[src/sapq_pkg.sv]
// Shared types, codes and the ordering function of the sorted-array priority queue.
package sapq_pkg;

    // Default number of entries the queue can hold.
    localparam int DEFAULT_CAPACITY = 8;

    // Width of one held value.
    localparam int VALUE_W = 32;

    // Transaction modes on the mode port.
    localparam logic MODE_INSERT = 1'b0;
    localparam logic MODE_TAKE   = 1'b1;

    // Result status codes.
    localparam logic [1:0] ST_DONE  = 2'd0;
    localparam logic [1:0] ST_FULL  = 2'd1;
    localparam logic [1:0] ST_EMPTY = 2'd2;

    // Operation broadcast to every cell of the row.
    typedef enum logic [2:0] {
        OP_HOLD,
        OP_INSERT,
        OP_TAKE,
        OP_LOAD,
        OP_SORT
    } cell_op_t;

    // Control common to all cells.
    typedef struct packed {
        cell_op_t op;
        logic     largest_first;
    } cell_ctrl_t;

    // True when a must stand in front of b under the given order.
    function automatic logic goes_before(
        input logic signed [VALUE_W-1:0] a,
        input logic signed [VALUE_W-1:0] b,
        input logic                      largest_first
    );
        goes_before = largest_first ? (a > b) : (a < b);
    endfunction

endpackage

[src/sapq_cell.sv]
// One storage cell of the queue row: holds one entry and trades it with its neighbors.
module sapq_cell
    import sapq_pkg::*;
(
    input  logic                      clk,
    input  cell_ctrl_t                ctrl,
    input  logic                      valid,
    input  logic                      load_here,
    input  logic                      pair_left,
    input  logic signed [VALUE_W-1:0] ins_value,
    input  logic signed [VALUE_W-1:0] left_value,
    input  logic                      left_b,
    input  logic                      left_s,
    input  logic signed [VALUE_W-1:0] right_value,
    input  logic                      right_valid,
    output logic signed [VALUE_W-1:0] value,
    output logic                      b,
    output logic                      s
);

    logic signed [VALUE_W-1:0] value_reg;
    logic signed [VALUE_W-1:0] value_next;

    // The new value belongs at or in front of this cell; an empty cell always qualifies.
    assign b = !valid || goes_before(ins_value, value_reg, ctrl.largest_first);

    // The right neighbor's entry belongs in front of this one.
    assign s = right_valid && goes_before(right_value, value_reg, ctrl.largest_first);

    assign value = value_reg;

    // Next entry of this cell for each row operation.
    always_comb
    begin
        value_next = value_reg;
        unique case (ctrl.op)
            OP_INSERT:
            begin
                if (b)
                begin
                    value_next = left_b ? left_value : ins_value;
                end
            end
            OP_TAKE:
            begin
                value_next = right_value;
            end
            OP_LOAD:
            begin
                if (load_here)
                begin
                    value_next = ins_value;
                end
            end
            OP_SORT:
            begin
                if (pair_left && s)
                begin
                    value_next = right_value;
                end
                else if (!pair_left && left_s)
                begin
                    value_next = left_value;
                end
            end
            default:
            begin
                value_next = value_reg;
            end
        endcase
    end

    // Entry storage; payload only, so no reset.
    always_ff @(posedge clk)
    begin
        value_reg <= value_next;
    end

endmodule

[src/sorted_array_priority_queue.sv]
// Top level of the sorted-array priority queue: control, count and the row of cells.
//
//  Channel   | Ports                        | Transaction taken when
//  ----------+------------------------------+-------------------------------
//  command   | start, busy, mode, value     | start high and busy low
//  result    | done, status, taken_value    | done high (one cycle, no stall)
//  config    | cfg_we, cfg_wdata            | cfg_we high
//
// A take, a refused command or an insert in the order the entries are already
// sorted in needs no sort pass; done follows on the next cycle and a new
// command may be taken at once. An insert after the order changed loads the
// value at the tail and runs CAPACITY odd-even transposition phases over the
// cells: busy is high through those phases and done is set as the last phase
// ends. Reset clears the count, the order and the control; entry contents are
// not reset. Results cannot be stalled.
module sorted_array_priority_queue
    import sapq_pkg::*;
#(
    parameter int CAPACITY = DEFAULT_CAPACITY
)
(
    input  logic                      clk,
    input  logic                      rst_n,
    input  logic                      start,
    output logic                      busy,
    input  logic                      mode,
    input  logic signed [VALUE_W-1:0] value,
    output logic                      done,
    output logic [1:0]                status,
    output logic signed [VALUE_W-1:0] taken_value,
    input  logic                      cfg_we,
    input  logic                      cfg_wdata
);

    localparam int CW = $clog2(CAPACITY + 1);
    localparam int PW = (CAPACITY > 1) ? $clog2(CAPACITY) : 1;

    typedef enum logic {
        S_RUN,
        S_SORT
    } state_t;

    state_t                    state_reg;
    logic [CW-1:0]             count_reg;
    logic [PW-1:0]             phase_cnt_reg;
    logic                      largest_first_reg;
    logic                      sorted_dir_reg;
    logic                      done_reg;
    logic [1:0]                status_reg;
    logic signed [VALUE_W-1:0] taken_value_reg;

    logic                      accept;
    logic                      full;
    logic                      empty;
    logic                      same_order;
    logic                      last_phase;
    cell_ctrl_t                ctrl;

    logic signed [VALUE_W-1:0] cell_value [CAPACITY];
    logic                      cell_b     [CAPACITY];
    logic                      cell_s     [CAPACITY];
    logic                      cell_valid [CAPACITY];

    assign busy        = (state_reg == S_SORT);
    assign done        = done_reg;
    assign status      = status_reg;
    assign taken_value = taken_value_reg;

    assign accept     = start && !busy;
    assign full       = (count_reg == CW'(CAPACITY));
    assign empty      = (count_reg == '0);
    assign same_order = (largest_first_reg == sorted_dir_reg);
    assign last_phase = (phase_cnt_reg == PW'(CAPACITY - 1));

    // Row operation for this cycle.
    always_comb
    begin
        ctrl.op            = OP_HOLD;
        ctrl.largest_first = largest_first_reg;
        if (busy)
        begin
            ctrl.op = OP_SORT;
        end
        else if (accept)
        begin
            if (mode == MODE_INSERT && !full)
            begin
                ctrl.op = same_order ? OP_INSERT : OP_LOAD;
            end
            else if (mode == MODE_TAKE && !empty)
            begin
                ctrl.op = OP_TAKE;
            end
        end
    end

    // Row of cells, each wired to the neighbors it has.
    for (genvar i = 0; i < CAPACITY; i++)
    begin : g_cell
        logic signed [VALUE_W-1:0] left_value;
        logic                      left_b;
        logic                      left_s;
        logic signed [VALUE_W-1:0] right_value;
        logic                      right_valid;

        assign cell_valid[i] = (CW'(i) < count_reg);

        if (i == 0)
        begin : g_head
            assign left_value = '0;
            assign left_b     = 1'b0;
            assign left_s     = 1'b0;
        end
        else
        begin : g_body
            assign left_value = cell_value[i-1];
            assign left_b     = cell_b[i-1];
            assign left_s     = cell_s[i-1];
        end

        if (i == CAPACITY - 1)
        begin : g_tail
            assign right_value = cell_value[i];
            assign right_valid = 1'b0;
        end
        else
        begin : g_inner
            assign right_value = cell_value[i+1];
            assign right_valid = cell_valid[i+1];
        end

        sapq_cell u_cell (
            .clk         (clk),
            .ctrl        (ctrl),
            .valid       (cell_valid[i]),
            .load_here   (CW'(i) == count_reg),
            .pair_left   ((i % 2 == 0) ? !phase_cnt_reg[0] : phase_cnt_reg[0]),
            .ins_value   (value),
            .left_value  (left_value),
            .left_b      (left_b),
            .left_s      (left_s),
            .right_value (right_value),
            .right_valid (right_valid),
            .value       (cell_value[i]),
            .b           (cell_b[i]),
            .s           (cell_s[i])
        );
    end

    // Control state, count, order and registered result.
    always_ff @(posedge clk or negedge rst_n)
    begin
        if (!rst_n)
        begin
            state_reg         <= S_RUN;
            count_reg         <= '0;
            phase_cnt_reg     <= '0;
            largest_first_reg <= 1'b0;
            sorted_dir_reg    <= 1'b0;
            done_reg          <= 1'b0;
            status_reg        <= ST_DONE;
            taken_value_reg   <= '0;
        end
        else
        begin
            if (cfg_we)
            begin
                largest_first_reg <= cfg_wdata;
            end
            unique case (state_reg)
                S_RUN:
                begin
                    if (accept)
                    begin
                        if (mode == MODE_INSERT)
                        begin
                            taken_value_reg <= '0;
                            if (full)
                            begin
                                done_reg   <= 1'b1;
                                status_reg <= ST_FULL;
                            end
                            else if (same_order)
                            begin
                                done_reg   <= 1'b1;
                                status_reg <= ST_DONE;
                                count_reg  <= count_reg + CW'(1);
                            end
                            else
                            begin
                                done_reg      <= 1'b0;
                                status_reg    <= ST_DONE;
                                count_reg     <= count_reg + CW'(1);
                                phase_cnt_reg <= '0;
                                state_reg     <= S_SORT;
                            end
                        end
                        else
                        begin
                            done_reg <= 1'b1;
                            if (empty)
                            begin
                                status_reg      <= ST_EMPTY;
                                taken_value_reg <= '0;
                            end
                            else
                            begin
                                status_reg      <= ST_DONE;
                                count_reg       <= count_reg - CW'(1);
                                taken_value_reg <= cell_value[0];
                            end
                        end
                    end
                    else
                    begin
                        done_reg <= 1'b0;
                    end
                end
                S_SORT:
                begin
                    phase_cnt_reg <= phase_cnt_reg + PW'(1);
                    if (last_phase)
                    begin
                        state_reg      <= S_RUN;
                        sorted_dir_reg <= largest_first_reg;
                        done_reg       <= 1'b1;
                    end
                    else
                    begin
                        done_reg <= 1'b0;
                    end
                end
                default:
                begin
                    state_reg <= S_RUN;
                    done_reg  <= 1'b0;
                end
            endcase
        end
    end

    // The count never passes the capacity.
    a_count_bound: assert property (@(posedge clk) disable iff (!rst_n)
        count_reg <= CW'(CAPACITY))
        else $error("count exceeds capacity");

    // A refused transaction never reports a value.
    a_refused_zero: assert property (@(posedge clk) disable iff (!rst_n)
        (done_reg && status_reg != ST_DONE) |-> (taken_value_reg == '0))
        else $error("refused transaction carries a value");

    // A sort pass starts only from an accepted insert.
    a_sort_start: assert property (@(posedge clk) disable iff (!rst_n)
        $rose(busy) |-> $past(accept && mode == MODE_INSERT))
        else $error("sort pass without an insert");

    // The end of a sort pass delivers its result.
    a_sort_end: assert property (@(posedge clk) disable iff (!rst_n)
        $fell(busy) |-> done_reg)
        else $error("sort pass ended without a result");

    // The sorted order changes only when a sort pass completes.
    a_dir_change: assert property (@(posedge clk) disable iff (!rst_n)
        !$stable(sorted_dir_reg) |-> (done_reg && !busy))
        else $error("sorted order changed outside a sort pass");

endmodule

[config.mk]
export PLATFORM = sky130hd
export DESIGN_NAME = sorted_array_priority_queue
export DESIGN_NICKNAME = d
export VERILOG_FILES = /design/src/sapq_pkg.sv /design/src/sapq_cell.sv /design/src/sorted_array_priority_queue.sv
export SDC_FILE = /design/constraint.sdc
export NUM_CORES = 2
export LEC_CHECK = 0
export ABC_AREA = 1
export BUFFER_PORTS_ARGS = -buffer_cell sky130_fd_sc_hd__buf_2
export CAP_MARGIN = 5
export CORE_AREA = 2 2 235 237
export CTS_CLUSTER_DIAMETER = 200
export DETAILED_ROUTE_END_ITERATION = 8
export DIE_AREA = 0 0 237 239
export PLACE_DENSITY = 0.78
export SLEW_MARGIN = 30
export SYNTH_ARGS = -nofsm -noshare
export SYNTH_HDL_FRONTEND = slang
export SYNTH_SLANG_ARGS = --single-unit
export TNS_END_PERCENT = 20
[constraint.sdc]
create_clock -name clk -period 5.7 [get_ports clk]
set_input_delay 0 -clock clk [delete_from_list [all_inputs] [get_ports clk]]
set_output_delay 0 -clock clk [all_outputs]
set_load 0.01 [all_outputs]
==> key figures <==
Global route
  – Largest net degree at the start of global routing: 193
  – Total GRT Usage: 37.0%
  – Initial antenna violation count: 0
  – First-pass GRT wire length: 167000 um
  – Grt ovf: 0
  – Vias in the first global route: 30.0k

Drt
  – Initial DRC count: 5337
  – DRC viols: 0
  – Pre-antenna DRT Iters: 9
  – DR vias: 33.4k
  – Antenna-violating nets left: 0
  – WL final: 106000 um
  – WL/cell: 20.3 um
  – Drt via density: 6.40

Timing
  – Worst Skew: 0.0171 ns
  – Final Max Tran Viols: 0
  – Achievable frequency: 245 MHz
  – Slew @ Worst Pin: 1.08 ns
  – Setup violations, final: 0
  – Unrepaired setup endpoints after global routing: no
  – Final hold viol count: 0
  – Setup TNS: 0 ns
  – Minimum clock period: 4.08 ns
  – Tcrit/Tclk final: 71.7%
  – Headroom to the max-slew limit: 28.1%

Clock network
  – Clk_lat worst skew: 0.58 ns
  – H-tree depth: 2
  – TritonCTS clock tree: yes
  – CTS Buffer Depth: 3
  – TritonCTS sink count: 301
  – Total CTS buffers: 37
  – Clock Pin Slew Worst Setup and Hold Paths: 0.06 ns
  – CTS root buf: clkbuf_16
  – # resized after CTS: 0

Layout
  – Area of the multi-input gates: 0.0207 mm^2
  – Layout Nets: 5011
  – Layout area overhead: 6.27%
  – Layout cell share with drive strength beyond 1: 5.43%
  – Filler instances: 4927
  – Max reg flops: 256
  – Register Area: 0.00882 mm^2

Hold path
  – Worst Hold Class: input port to asynchronous set/reset pin

Worst setup path
  – R2r endpoint: g_cell[5].u_cell.value[13]
  – R2r startpoint: busy
  – Req. time, crit path: 6.13 ns
  – CP max FO: 96
  – R2r setup slk: 1.62 ns
  – Worst EP arrival: 4.52 ns
  – Worst Path Class, Setup: flip-flop to flip-flop
  – CP Capture Type: flip-flop
  – Register-to-Register Path Depth: 12
  – CP Launch Type: flip-flop

Yosys
  – Mapped Cells: 4542
  – Mean Syn Cell Area: 7.10 um^2
  – Synth warnings: 0
  – Synthesized flop and latch total: 301
  – Post-synthesis sequential area ratio: 27.3%
  – Synth Net Count: 5066
  – Yosys cell types: 41
  – Netlist Area Pre-Place: 0.0322 mm^2

Floorplan
  – Ports: 74
  – DIE WIDTH: 237 um
  – Die area: 0.0566 mm^2
  – CORE AREA: 0.0543 mm^2
  – Initial Util: 59.3%
  – Row cnt: 86
  – Die H: 239 um

Run
  – Max-Cap Viols: 0

Outcome
  – Status: completed

Place
  – Port buffer count: 73
  – Detail Placement HPWL: 81300 um
  – GPL Wtd Cong: 0.950
-- cells in the final DEF (no fill, tap or decap), types with 15 or more instances in the layout --
cell type / n
o21a_1: 23
nand4_1: 315
dfrtp_1: 44
o21ai_0: 72
a21oi_1: 452
o21ai_1: 69
inv_1: 400
nor3_1: 15
nand2_1: 1060
nor2_1: 178
edfxtp_1: 256
clkbuf_16: 38
nand3_1: 813
buf_4: 55
clkinv_1: 38
ha_1: 486
buf_2: 73
-- logic make-up (layout without fill, tap and decap cells) --
logic type	Yosys count	count (layout)	share of synthesized area, %
xor+xnor	5	5	0.136
compound gates	648	648	10.4
other cells	0	1	0
simple gates	2422	2422	34.5
buf+inv	680	653	8.76
fa+ha+maj	486	486	18.9
flops	301	301	27.3
-- worst max-delay path by stage --
| stage | start | endpoint | slack, ns | cells past startpoint |
|---|---|---|---|---|
| after floorplan | g_cell[5].u_cell.value[31] | g_cell[5].u_cell.value[0] | 1.68 | 12 |
| after global placement | g_cell[5].u_cell.value[7] | g_cell[5].u_cell.value[6] | 1.55 | 15 |
| after detailed placement | g_cell[5].u_cell.value[7] | g_cell[6].u_cell.value[6] | 1.49 | 17 |
| after CTS | g_cell[5].u_cell.value[7] | g_cell[6].u_cell.value[6] | 1.48 | 17 |
| after global routing | g_cell[5].u_cell.value[7] | g_cell[5].u_cell.value[5] | 1.36 | 16 |
| final | busy | g_cell[5].u_cell.value[13] | 1.62 | 12 |
-- cell usage after synthesis, drive strengths merged --
cell type  instances  area share (%)
nand4            315             6.1
o211ai             2           0.047
a21o              11            0.26
nor4               9            0.23
o21bai             1           0.023
a22o               2           0.054
o21ai            144             2.2
a21boi             1           0.023
a31oi              5           0.097
o21a              23            0.54
nor3b              3           0.085
dfrtp             45             3.5
nand2           1065              12
and3               4           0.078
nor3              17            0.33
buf              122             2.3
clkinv            34            0.40
nor2             192             2.4
edfxtp           256              24
o21ba              1           0.031
nand3b             2           0.047
a21oi            458             7.1
xor2               5            0.14
nand3            815              13
ha               486              19
clkbuf           113             1.3
inv              411             4.8
-- routing by layer --
layer	wire length, um	global-route usage, %
met1	43900	52.5
met2	45000	57.2
met3	14200	7.26
met4	2900	10.5
met5	0	0
-- critical path, cell delays in order, from the launching register on --
cell	delay, ns
dfrtp_4	0.88
inv_2	0.23
nand2_2	0.10
buf_4	0.36
nor2_2	0.08
inv_2	0.11
nor2_4	0.09
nor2_8	0.49
inv_2	0.20
nor2_8	0.55
buf_12	0.47
nand3_1	0.16
nand3_1	0.11
-- final cells by class --
cell class / instances / share of cell area (%)
Sequential cell: 301 / 25.7
Clock inverter: 23 / 0.614
Antenna cell: 1 / 0.00731
Tap cell: 704 / 2.57
Multi-Input combinational cell: 3561 / 60.4
Timing Repair Buffer: 141 / 2.86
Clock buffer: 44 / 2.87
Inverter: 445 / 4.88
-- per-stage QoR --
stage | util [%] | hold slack [ns] | instances | worst slack (ns) | cell area, um^2
after floorplan | - | -0.296 | 4542 | 1.68 | 32200
after global placement | 60.5 | 0.114 | 5142 | 1.55 | 32900
after detailed placement | 60.7 | 0.118 | 5146 | 1.49 | 33000
after CTS | 62.9 | 0.00196 | 5217 | 1.48 | 34200
after global routing | 63.0 | 0.0571 | 5219 | 1.36 | 34200
final | 63.0 | 0.0258 | 5220 | 1.62 | 34200
-- what timing repair did --
action,CTS,global route
hold endpoints to repair,51,0
buffers inserted,0,0
endpoints found under the setup margin,0,0
hold buffers,4,0
Power is left out: the tool's default activity adds up to more than one toggle a clock period on the data nets, which glitch-free logic cannot reach.
